`src/design/ctd_pkg.sv`:
```
// ----------------------------------------------------------------------------
// ctd_pkg: shared types and constants for the chunked transfer decoder
// Parser phases, status codes, framing characters and the hex digit decode.
// ----------------------------------------------------------------------------
package ctd_pkg;

  // Parser phase
  typedef enum logic [2:0] {
    PH_SIZE    = 3'd0,
    PH_SIZE_CR = 3'd1,
    PH_EXT     = 3'd2,
    PH_EXT_CR  = 3'd3,
    PH_DATA    = 3'd4,
    PH_DATA_CR = 3'd5,
    PH_DATA_LF = 3'd6,
    PH_END     = 3'd7
  } phase_t;

  // Status codes
  localparam logic [1:0] ST_RUN  = 2'd0;
  localparam logic [1:0] ST_DONE = 2'd1;
  localparam logic [1:0] ST_BAD  = 2'd2;
  localparam logic [1:0] ST_INC  = 2'd3;

  // Framing characters
  localparam logic [7:0] CH_CR   = 8'h0d;
  localparam logic [7:0] CH_LF   = 8'h0a;
  localparam logic [7:0] CH_SEMI = 8'h3b;

  // Bits per hex digit
  localparam int unsigned DIGIT_BITS = 4;

  // Parser control state handed between the step logic and the top level
  typedef struct packed {
    phase_t     phase;
    logic [1:0] fstat;
  } ctl_t;

  // Hex digit decode result
  typedef struct packed {
    logic       is_hex;
    logic [3:0] value;
  } hex_t;

  // Decode one character as a hex digit, either case
  function automatic hex_t hex_decode(input logic [7:0] c);
    hex_t h;
    h.is_hex = 1'b1;
    h.value  = 4'd0;
    if (c >= 8'h30 && c <= 8'h39) begin
      h.value = c[3:0];
    end else if ((c >= 8'h61 && c <= 8'h66) || (c >= 8'h41 && c <= 8'h46)) begin
      h.value = c[3:0] + 4'd9;
    end else begin
      h.is_hex = 1'b0;
    end
    return h;
  endfunction

endpackage

```
`src/design/ctd_step.sv`:
```
// ----------------------------------------------------------------------------
// ctd_step: next-state and result logic for one body byte
// Advances the size line / payload / CRLF parser by one byte and forms the
// result item for that byte.
// ----------------------------------------------------------------------------
module ctd_step #(
  parameter int unsigned SIZE_BITS = 32
) (
  input  ctd_pkg::ctl_t          ctl_cur,
  input  logic [SIZE_BITS-1:0]   count_cur,
  input  logic [7:0]             body_byte,
  input  logic                   first_byte,
  input  logic                   end_of_body,
  output ctd_pkg::ctl_t          ctl_nxt,
  output logic [SIZE_BITS-1:0]   count_nxt,
  output logic                   data_valid,
  output logic [7:0]             out_byte,
  output logic [1:0]             status
);

  ctd_pkg::ctl_t        ctl_in;
  logic [SIZE_BITS-1:0] count_in;
  logic [SIZE_BITS-1:0] count_dec;
  ctd_pkg::hex_t        hex;
  logic                 size_top_set;

  // Restart the parser on the first byte of a body
  always_comb begin
    if (first_byte) begin
      ctl_in.phase = ctd_pkg::PH_SIZE;
      ctl_in.fstat = ctd_pkg::ST_RUN;
      count_in     = '0;
    end else begin
      ctl_in   = ctl_cur;
      count_in = count_cur;
    end
  end

  assign hex          = ctd_pkg::hex_decode(body_byte);
  assign size_top_set = |count_in[SIZE_BITS-1 -: ctd_pkg::DIGIT_BITS];
  assign count_dec    = count_in - {{(SIZE_BITS-1){1'b0}}, 1'b1};

  // Advance the phase and the size / remaining count
  always_comb begin
    ctl_nxt    = ctl_in;
    count_nxt  = count_in;
    data_valid = 1'b0;
    out_byte   = 8'd0;
    unique case (ctl_in.phase) inside
      ctd_pkg::PH_SIZE: begin
        if (hex.is_hex) begin
          if (size_top_set) begin
            ctl_nxt.phase = ctd_pkg::PH_END;
            ctl_nxt.fstat = ctd_pkg::ST_BAD;
          end else begin
            count_nxt = {count_in[SIZE_BITS-ctd_pkg::DIGIT_BITS-1:0], hex.value};
          end
        end else if (body_byte == ctd_pkg::CH_SEMI) begin
          ctl_nxt.phase = ctd_pkg::PH_EXT;
        end else if (body_byte == ctd_pkg::CH_CR) begin
          ctl_nxt.phase = ctd_pkg::PH_SIZE_CR;
        end else begin
          ctl_nxt.phase = ctd_pkg::PH_END;
          ctl_nxt.fstat = ctd_pkg::ST_BAD;
        end
      end
      ctd_pkg::PH_SIZE_CR, ctd_pkg::PH_EXT_CR: begin
        if (body_byte == ctd_pkg::CH_LF) begin
          // end of size line: zero size ends the body
          if (count_in == '0) begin
            ctl_nxt.phase = ctd_pkg::PH_END;
            ctl_nxt.fstat = ctd_pkg::ST_DONE;
          end else begin
            ctl_nxt.phase = ctd_pkg::PH_DATA;
          end
        end else if (ctl_in.phase == ctd_pkg::PH_SIZE_CR) begin
          ctl_nxt.phase = ctd_pkg::PH_END;
          ctl_nxt.fstat = ctd_pkg::ST_BAD;
        end else if (body_byte != ctd_pkg::CH_CR) begin
          ctl_nxt.phase = ctd_pkg::PH_EXT;
        end
      end
      ctd_pkg::PH_EXT: begin
        if (body_byte == ctd_pkg::CH_CR) begin
          ctl_nxt.phase = ctd_pkg::PH_EXT_CR;
        end
      end
      ctd_pkg::PH_DATA: begin
        data_valid = 1'b1;
        out_byte   = body_byte;
        count_nxt  = count_dec;
        if (count_dec == '0) begin
          ctl_nxt.phase = ctd_pkg::PH_DATA_CR;
        end
      end
      ctd_pkg::PH_DATA_CR: begin
        if (body_byte == ctd_pkg::CH_CR) begin
          ctl_nxt.phase = ctd_pkg::PH_DATA_LF;
        end else begin
          ctl_nxt.phase = ctd_pkg::PH_END;
          ctl_nxt.fstat = ctd_pkg::ST_BAD;
        end
      end
      ctd_pkg::PH_DATA_LF: begin
        if (body_byte == ctd_pkg::CH_LF) begin
          ctl_nxt.phase = ctd_pkg::PH_SIZE;
          count_nxt     = '0;
        end else begin
          ctl_nxt.phase = ctd_pkg::PH_END;
          ctl_nxt.fstat = ctd_pkg::ST_BAD;
        end
      end
      default: begin
      end
    endcase
  end

  // Report incomplete when input runs out on a live body
  assign status = (ctl_nxt.fstat == ctd_pkg::ST_RUN && end_of_body) ?
                  ctd_pkg::ST_INC : ctl_nxt.fstat;

endmodule

```
`src/design/chunked_transfer_decoder.sv`:
```
// ----------------------------------------------------------------------------
// Each accepted body byte gives a registered result item in the next cycle.
// Throughput: one byte per cycle; the parser state updates in the accept cycle.
// A new byte is taken while the previous result waits, as long as the result
// register is free or being drained in the same cycle.
// Reset: parser returns to the size line with count zero, status running,
// and the result register empties.
// ----------------------------------------------------------------------------
// chunked_transfer_decoder: HTTP chunked body decoder
// Parses size lines, extensions and CRLF framing one byte at a time and
// passes the payload bytes out with a running status.
// ----------------------------------------------------------------------------
module chunked_transfer_decoder #(
  parameter int unsigned SIZE_BITS = 32
) (
  input  logic       clk,
  input  logic       rst_n,
  input  logic       in_valid,
  output logic       in_ready,
  input  logic [7:0] in_body_byte,
  input  logic       in_first_byte,
  input  logic       in_end_of_body,
  output logic       out_valid,
  input  logic       out_ready,
  output logic       out_data_valid,
  output logic [7:0] out_out_byte,
  output logic [1:0] out_status
);

  ctd_pkg::ctl_t        ctl_r;
  ctd_pkg::ctl_t        ctl_nxt;
  logic [SIZE_BITS-1:0] count_r;
  logic [SIZE_BITS-1:0] count_nxt;
  logic                 out_valid_r;
  logic                 data_valid_r;
  logic                 data_valid_nxt;
  logic [7:0]           out_byte_r;
  logic [7:0]           out_byte_nxt;
  logic [1:0]           status_r;
  logic [1:0]           status_nxt;
  logic                 in_acc;

  // Take an item when the result register is empty or draining
  assign in_ready = ~out_valid_r | out_ready;
  assign in_acc   = in_valid & in_ready;

  ctd_step #(
    .SIZE_BITS (SIZE_BITS)
  ) u_step (
    .ctl_cur     (ctl_r),
    .count_cur   (count_r),
    .body_byte   (in_body_byte),
    .first_byte  (in_first_byte),
    .end_of_body (in_end_of_body),
    .ctl_nxt     (ctl_nxt),
    .count_nxt   (count_nxt),
    .data_valid  (data_valid_nxt),
    .out_byte    (out_byte_nxt),
    .status      (status_nxt)
  );

  // Advance parser state on each accepted item
  always_ff @(posedge clk) begin
    if (!rst_n) begin
      ctl_r.phase <= ctd_pkg::PH_SIZE;
      ctl_r.fstat <= ctd_pkg::ST_RUN;
      count_r     <= '0;
    end else if (in_acc) begin
      ctl_r   <= ctl_nxt;
      count_r <= count_nxt;
    end
  end

  // Hold the result item until taken
  always_ff @(posedge clk) begin
    if (!rst_n) begin
      out_valid_r <= 1'b0;
    end else if (in_acc) begin
      out_valid_r <= 1'b1;
    end else if (out_ready) begin
      out_valid_r <= 1'b0;
    end
  end

  always_ff @(posedge clk) begin
    if (in_acc) begin
      data_valid_r <= data_valid_nxt;
      out_byte_r   <= out_byte_nxt;
      status_r     <= status_nxt;
    end
  end

  assign out_valid      = out_valid_r;
  assign out_data_valid = data_valid_r;
  assign out_out_byte   = out_byte_r;
  assign out_status     = status_r;

endmodule
```
`config.mk`:
```
export PLATFORM = sky130hd
export DESIGN_NAME = chunked_transfer_decoder
export DESIGN_NICKNAME = d
export VERILOG_FILES = /design/src/design/ctd_pkg.sv /design/src/design/ctd_step.sv /design/src/design/chunked_transfer_decoder.sv
export SDC_FILE = /design/constraint.sdc
export NUM_CORES = 1
export LEC_CHECK = 0
export BUFFER_PORTS_ARGS = -buffer_cell sky130_fd_sc_hd__clkbuf_2
export CAP_MARGIN = 20
export CORE_MARGIN = 2
export CORE_UTILIZATION = 65
export CTS_BUF_LIST = sky130_fd_sc_hd__clkbuf_8
export DETAILED_ROUTE_END_ITERATION = 7
export HOLD_SLACK_MARGIN = 0.12
export PLACE_DENSITY = 0.85
export REMOVE_ABC_BUFFERS = 1
export SLEW_MARGIN = 20
export SYNTH_ARGS = -nofsm -noshare
export SYNTH_HDL_FRONTEND = slang
export SYNTH_HIERARCHICAL = 1
export SYNTH_SLANG_ARGS = --single-unit
```
`constraint.sdc`:
```
create_clock -name clk -period 7.4 [get_ports clk]
set_input_delay 0.74 -clock clk [delete_from_list [all_inputs] [get_ports clk]]
set_output_delay 0.74 -clock clk [all_outputs]
set_load 0.1 [all_outputs]
```
=== Word level (Yosys, flattened, before mapping) ===
Cells that the tools add are included.

* Register bits: 49
* Bits in latches: 0
* RAM bits: 0
* Bits in read-only memories: 0
* Input port bits: 14
* Logic and storage cells: 72
* Memories: 0

* $add $sub $neg: 2
* Multiply operators: 0
* Divide/modulo/power cells: 0
* $lt $le $gt $ge: 6
* Eq/ne operators: 10
* Shift-type cells: 0
* Multiplexer cells: 32
* Bitwise logic cells: 3
* Reduce and logical (&&, ||, !) cells: 12

{| class="wikitable"
|+ Operators with widths
! cell !! number
|-
| $mux 32 || 4
|-
| $pmux 32 s3 || 1
|-
| $logic_not 32->1 || 2
|-
| $sub 32x1->32 const B || 1
|-
| $mux 3 || 7
|-
| $mux 5 || 4
|-
| $pmux 3 s6 || 1
|-
| $eq 8x4->1 const B || 2
|-
| $ge 8x7->1 const B || 2
|-
| $le 8x7->1 const B || 2
|-
| $mux 2 || 6
|-
| $eq 3x3->1 const B || 3
|-
| $eq 8x6->1 const B || 1
|-
| $ge 8x6->1 const B || 1
|-
| $le 8x6->1 const B || 1
|-
| $mux 4 || 2
|-
| $ne 8x4->1 const B || 1
|-
| $pmux 2 s4 || 1
|-
| $eq 3x2->1 const B || 2
|-
| $mux 1 || 6
|-
| $add 4x4->4 const B || 1
|-
| $logic_and 1x1->1 || 4
|-
| $reduce_or 4->1 || 1
|-
| $eq 3x1->1 const B || 1
|-
| other kinds (8) || 8
|}

=== Longest topological paths before layout ===
Gate-level depths: netlist of run 1.

* Depth after elaboration: 9
* Gate-level depth with buffers: 15

=== Hierarchy ===
Netlist of run 1, hierarchy kept.

{| class="wikitable"
|+ By module, submodules not included
! module !! times used !! cells each !! area each (um^2) !! sequential area each (um^2)
|-
| ctd_step || 1 || 405 || 2469.9 || 0.0
|-
| chunked_transfer_decoder || 1 || 176 || 1849.3 || 1091.0
|}

=== Worst setup path before layout of run 1 ===
OpenSTA, ideal clock, no wires.

* Kind: input -> register
* Start point: input in_first_byte
* End point: register ctl_r[2] (netlist name)
* Library setup time: 72 ps
* Data arrival time: 3319 ps
* Data required time: 7328 ps
* Path slack: 4009 ps
* Stages: 14
* Path buffers: 3
* Cell sequence: clkbuf_1 -> clkinv_1 -> clkbuf_1 -> clkbuf_1 -> nand2_1 -> ha_1 -> o21ai_1 -> a221oi_1 -> a21oi_1 -> or3_1 -> nor4_1 -> a31o_1 -> nand2_1 -> mux2i_1

{| class="wikitable"
|+ RTL lines
! element !! line !! RTL
|-
| start: declaration || chunked_transfer_decoder.sv:21 || <nowiki>input logic in_first_byte,</nowiki>
|-
| end signal: assignment || chunked_transfer_decoder.sv:69 || <nowiki>ctl_r <= ctl_nxt;</nowiki>
|-
| end: declaration || chunked_transfer_decoder.sv:30 || <nowiki>ctd_pkg::ctl_t ctl_r;</nowiki>
|}

==> results.py, run 1 <==
metrics = {
    "status": {
        "status": "completed",
    },
    "worst_setup_path": {
        "critPathKind": "in2reg",
        "arrival_ns": 4.18,
        "cp_num_buf_inv": 3,
        "cp_slowest_cell": "ha_1",
        "reg2reg_to": "count_r[13]",
        "cpPeakStageDelay_ns": 0.51,
        "crit_chain": "clkbuf_2 -> buf_4 -> clkinv_1 -> nand2_1 -> ha_1 -> o21ai_1 -> a221oi_1 -> a21oi_1 -> or3_1 -> nor4_1 -> a31o_1 -> nand2_1 -> mux2i_1",
        "rr_startpoint": "ctl_r[4]",
        "worst-r2r-cell-count": 8,
        "worstPathMaxFanout": 56,
        "crit_family": "compound AO/OA/AOI/OAI gates",
        "worstSetupStartpointType": "primary input",
        "rrSetupSlack_ns": 4.01,
        "worstPathRequired_ns": 7.63,
        "endpoint_kind": "flip-flop",
        "crit_path_frequent_cell": "nand2_1",
    },
    "power_and_ir_drop": {
        "ir_drop_mv": 0.140,
        "leakage_nw": 1.68,
        "p_per_area_nw_per_um2": 191,
        "totalPowerFinal_w": 0.000855,
    },
    "detailed_routing": {
        "antenna_left": 0,
        "highest_layer": "met4",
        "drt_iter0_drc": 479,
        "route.met2.wl_um": 5540,
        "vias": 4496,
        "drc_errors": 0,
        "wl_met1_um": 5210,
        "dr_wl_met3_um": 1050,
        "dr.pass1.iters": 7,
        "routed_via_density": 6.94,
        "routed_wirelength_um": 12100,
        "wl_per_cell_um": 18.6,
    },
    "floorplanning": {
        "row_count": 29,
        "core_um2": 6390,
        "die_area_um2": 7310,
        "initial_utilization": 0.676,
        "die_h_um": 85.5,
        "io_pins": 27,
        "die-width_um": 85.5,
    },
    "synth": {
        "synth-edff-count": 11,
        "synth_cell_types": 77,
        "ys.warnings.count": 6,
        "synth_xor_area_frac": 0.0304,
        "synthMuxAreaShare": 0.0907,
        "synth_fa_ha_area_frac": 0.0174,
        "synth_top_family_by_area": "simple AND/OR/NAND/NOR gates",
        "synth_top_area_frac": 0.176,
        "yosys.area_share.simple": 0.312,
        "synth_common_cells": "nand2_1, nor2_1, dfxtp_1, mux2i_1, o21ai_0",
        "ys_seq_area_frac": 0.253,
        "avgSynthCellArea_um2": 7.43,
        "synth_top_cell_by_area": "dfxtp_1",
        "synthFlopType": "dfxtp_1",
        "async_flop_share": 0,
        "synth_compound_gate_area_share": 0.229,
        "ys_top_cells_by_area": "dfxtp_1, nand2_1, mux2i_1, edfxtp_1, o21ai_0",
        "synth_most_common_cell": "nand2_1",
        "postSynthCellCount": 581,
        "mappedNetlistArea_um2": 4320,
        "synth-seq-cells": 49,
    },
    "place": {
        "place_area_um2": 4350,
        "port_buffers": 26,
        "pre_cts_slack_ns": 3.28,
        "place_congestion": 0.931,
        "place_hpwl_um": 8220,
    },
    "clock_network": {
        "clkTransAtPathRegs_ns": 0.09,
        "cts_setup_buffers": 0,
        "cts_root_buffer": "clkbuf_8",
        "cts_tree": "done",
        "cts_buffers": 5,
        "cts.htree.levels": 2,
        "clock_sinks": 49,
        "cts.path.max_buffers": 2,
        "clock_latency_ns": 0.30,
        "cts_resized": 0,
        "postCtsHoldBufs": 0,
    },
    "worst_hold_path": {
        "worstHoldEndpoint": "ctl_r[0]",
        "min_path_cells": 2,
        "worstHoldPathType": "reg2reg",
        "min_from": "ctl_r[0]",
    },
    "sta": {
        "rsz0062_at_grt": "no",
        "min_period_ns": 3.95,
        "maxSlewHeadroom": 0.269,
        "tightest_slew_ns": 1.08,
        "skew_ns": 0.00837,
        "finalSetupTns_ns": 0,
        "fin_crit_sh": 0.534,
        "max_freq_mhz": 253,
        "fin_ws_ns": 3.45,
        "hold_viol": 0,
        "drv_slew": 0,
        "setup_viol": 0,
    },
    "layout": {
        "fillers": 574,
        "fin_area_um2": 4470,
        "fin_nets": 590,
        "syn2layout_area_growth_pct": 3.39,
        "insertedDiodeCount": 0,
        "final_core_util": 0.699,
        "drive_above_1_share": 0.102,
    },
    "grt": {
        "grt_overflow_total": 0,
        "grt_start_max_net_pins": 76,
        "grt_usage": 0.333,
        "antenna_found_initial": 0,
        "grt_pass1_wl_um": 20000,
        "grt_pass1_vias": 4058,
    },
    "flow_run": {
        "maxCapViolCount": 0,
    },
}
cell usage in the layout (no fill, tap or decap), types with 5 or more instances in the layout:
master	count
a21oi_1	26
a221oi_1	6
a22oi_1	15
a31oi_1	7
and3_1	7
buf_4	6
clkbuf_2	26
clkbuf_8	6
dfxtp_1	38
edfxtp_1	11
ha_1	6
inv_1	14
mux2i_1	38
nand2_1	109
nand3_1	13
nand4_1	7
nor2_1	49
nor3_1	15
nor3b_1	5
nor4_1	15
o21ai_0	38
o22ai_1	7
xnor2_1	13
kinds of logic (layout without fill, tap and decap cells):
| kind of cell | after synthesis | count (layout) |
|---|---|---|
| buf+inv | 64 | 54 |
| mux | 39 | 39 |
| fa+ha+maj | 6 | 6 |
| simple gates | 261 | 261 |
| xor+xnor | 15 | 15 |
| flops | 49 | 49 |
| compound gates | 147 | 147 |
layer usage:
metal,vias to the layer above,GRT usage
met5,-,0
met4,0,0.105
met3,38,0.0462
met2,251,0.543
met1,2089,0.459
li1,2118,-
where the power goes:
group	switching (W)	leakage (nW)	internal, W
sequential	0.0000256	0.417	0.000287
combinational	0.000223	1.20	0.000119
clock	0.0000915	0.0626	0.000109
total	0.000340	1.68	0.000515
registers in the layout, indices dropped and copies added, names as in the netlist:
register        cells
out_status          2
out_out_byte        8
out_valid           1
out_data_valid      1
ctl_r               5
count_r            32
worst max-delay path by stage:
stage,from,end,slack (ns),cells past startpoint
2_1_floorplan,in_first_byte,ctl_r[2],4.02,11
3_5_place_dp,in_first_byte,ctl_r[2],3.28,13
4_1_cts,in_first_byte,ctl_r[2],3.58,13
6_report,in_first_byte,ctl_r[2],3.45,13
3_3_place_gp,in_first_byte,ctl_r[2],3.42,13
5_1_grt,in_first_byte,ctl_r[2],3.05,13
per-stage QoR:
step / hold WS, ns / cells
global route: 0.529 / 648
CTS: 0.507 / 648
detailed placement: 0.494 / 640
finish: 0.506 / 648
global placement: 0.484 / 640
floorplan: 0.458 / 531
cell type report:
cell class                      count  area, um^2  share of cell area
Multi-Input combinational cell    468        2930               0.657
Sequential cell                    49        1090               0.244
Timing Repair Buffer               32         175              0.0392
Tap cell                           77        96.3              0.0216
Clock buffer                        6        82.6              0.0185
Inverter                           14        52.6              0.0118
Clock inverter                      2        33.8             0.00757
worst min-delay path, stage by stage, from the launching register on:
cell and delay [ns]:
dfxtp_1 0.35, nand2_1 0.06, mux2i_1 0.05
Power figures use the tool's default switching activity.
==> run 2: changes to the inputs <==
Settings changed: CORE_UTILIZATION 65 to 58, PLACE_DENSITY 0.85 to 0.8.
Clock period 7.4 ns to 3.4 ns, I/O delays scaled along.
==> run 2 against run 1 <==
Compared with the run above: routed wire length rose by 7.0%; highest routed layer unchanged; hold slack got worse by 0.23 ns; total power rose by 120%; via count rose by 3.8%; global-route usage fell by 1.7 points; critical endpoint unchanged; cell count rose by 6.3%; design area rose by 3.6%; register-to-register slack got worse by 3.5 ns; combinational power rose by 130%; clock-buffer cell count fell by 1; core utilization fell by 5.8 points.
==> results.py, run 2 (synthesis gave the netlist of run 1 again) <==
metrics = {
    "status": {
        "status": "completed",
    },
    "layout": {
        "drive_above_1_share": 0.131,
        "insertedDiodeCount": 0,
        "final_common_cell": "nand2_1",
        "fin_area_um2": 4630,
        "final_core_util": 0.641,
        "largest_reg_flops": 32,
        "regMostFlops": "count_r",
        "fin_nets": 609,
        "most-common-layout-cells": "nand2_1, nor2_1, mux2i_1, dfxtp_1, o21ai_0",
        "syn2layout_area_growth_pct": 7.13,
        "fillers": 675,
    },
    "worst_setup_path": {
        "rr_startpoint": "count_r[5]",
        "worstPathRequired_ns": 3.56,
        "crit_family": "simple AND/OR/NAND/NOR gates",
        "worstPathMaxFanout": 12,
        "arrival_ns": 3.09,
        "worstSetupStartpointType": "flip-flop",
        "endpoint_kind": "flip-flop",
        "cpPeakStageDelay_ns": 0.63,
        "crit_chain": "nor4_4 -> nand4_4 -> buf_4 -> nor4_1 -> mux2_2 -> nand4_1 -> and4b_1 -> a31o_1 -> nand2_1 -> mux2i_1",
        "cp_slowest_cell": "nor4_4",
        "reg2reg_to": "ctl_r[2]",
        "worst-r2r-cell-count": 10,
        "cp_num_buf_inv": 1,
        "critPathKind": "reg2reg",
        "rrSetupSlack_ns": 0.47,
    },
    "sta": {
        "min_period_ns": 2.93,
        "maxSlewHeadroom": 0.332,
        "fin_ws_ns": 0.468,
        "setup_viol": 0,
        "finalSetupTns_ns": 0,
        "fin_crit_sh": 0.862,
        "rsz0062_at_grt": "no",
        "max_freq_mhz": 341,
        "drv_slew": 0,
        "tightest_slew_ns": 1.00,
        "hold_viol": 0,
        "skew_ns": 0.0129,
    },
    "grt": {
        "grt_overflow_total": 0,
        "grt_use_met1": 0.434,
        "grt_pass1_vias": 4324,
        "grt_start_max_net_pins": 59,
        "grt_pass1_wl_um": 21300,
        "top_usage_layer": "met2",
        "met3_usage": 0.0476,
        "antenna_found_initial": 0,
        "grt_use_met2": 0.502,
        "grt_usage": 0.317,
    },
    "clock_network": {
        "cts.htree.levels": 2,
        "clock_latency_ns": 0.31,
        "clock_sinks": 49,
        "cts_resized": 0,
        "cts_setup_buffers": 0,
        "cts_tree": "done",
        "clkTransAtPathRegs_ns": 0.09,
        "cts.path.max_buffers": 2,
        "cts_buffers": 5,
        "cts_root_buffer": "clkbuf_8",
        "postCtsHoldBufs": 0,
    },
    "detailed_routing": {
        "drc_errors": 0,
        "vias": 4666,
        "wl_per_cell_um": 18.8,
        "dr.pass1.iters": 5,
        "antenna_left": 0,
        "drt_iter0_drc": 572,
        "routed_wirelength_um": 12900,
        "routed_via_density": 6.77,
    },
    "floorplanning": {
        "die_area_um2": 8150,
        "die_h_um": 90.3,
        "row_count": 31,
        "io_pins": 27,
        "initial_utilization": 0.599,
        "core_um2": 7210,
        "die-width_um": 90.3,
    },
    "power_and_ir_drop": {
        "p_per_area_nw_per_um2": 407,
        "ir_drop_mv": 0.217,
        "leakage_nw": 1.77,
    },
    "place": {
        "pre_cts_slack_ns": 0.371,
        "place_area_um2": 4520,
        "port_buffers": 26,
        "place_congestion": 0.960,
        "place_hpwl_um": 8930,
    },
    "worst_hold_path": {
        "min_from": "in_valid",
        "worstHoldEndpoint": "out_valid",
        "min_path_cells": 3,
        "worstHoldPathType": "in2reg",
    },
    "flow_run": {
        "maxCapViolCount": 0,
    },
}
-- run 2: cell count changes in the layout (fill, tap and decap cells not counted) --
cell and change:
clkbuf_8 -1, buf_4 +19, buf_2 +1, clkbuf_2 -1, clkinv_2 +1
-- run 2: worst max-delay path by stage --
stage                               start       endpoint  slack (ns)  cells past startpoint
after CTS                      count_r[5]       ctl_r[2]        0.53                     10
final                          count_r[5]       ctl_r[2]        0.47                     10
after global placement    in_body_byte[1]  out_status[1]        0.48                     10
after global routing           count_r[5]       ctl_r[2]        0.33                     10
after floorplan             in_first_byte       ctl_r[2]        0.42                     11
after detailed placement  in_body_byte[1]  out_status[1]        0.37                     10
-- run 2: cell type report --
cell class,instances,area (um^2),share of cell area
repair buffers,51,318,0.0687
multi-input cells,468,2930,0.634
clock inverters,3,38.8,0.00838
clock buffers,5,68.8,0.0149
flip-flops and latches,49,1090,0.236
inverters,14,52.6,0.0114
well taps,99,124,0.0268
-- run 2: through the flow --
| stage | total power (W) | instances | hold slack, ns |
|---|---|---|---|
| global placement | 0.00144 | 681 | 0.480 |
| floorplan | 0.00122 | 531 | 0.458 |
| CTS | 0.00187 | 689 | 0.282 |
| finish | 0.00188 | 689 | 0.281 |
| detailed placement | 0.00145 | 681 | 0.493 |
| global route | 0.00198 | 689 | 0.312 |
-- run 2: report_power, final --
part	internal, W	switching (W)
logic	0.000284	0.000502
clock network	0.000216	0.000207
registers	0.000625	0.0000491
-- run 2: worst reg2reg max path, stage by stage, from the launching register on --
cell and delay [ns]:
dfxtp_1 0.41, nor4_4 0.63, nand4_4 0.22, buf_4 0.26
nor4_1 0.23, mux2_2 0.39, nand4_1 0.09, and4b_1 0.21
a31o_1 0.21, nand2_1 0.06, mux2i_1 0.09
-- run 2: metal layers --
metal,share of wire,wire length (um)
met1,0.42,5370
met2,0.45,5810
met5,0,0
met4,0.033,425
met3,0.10,1330
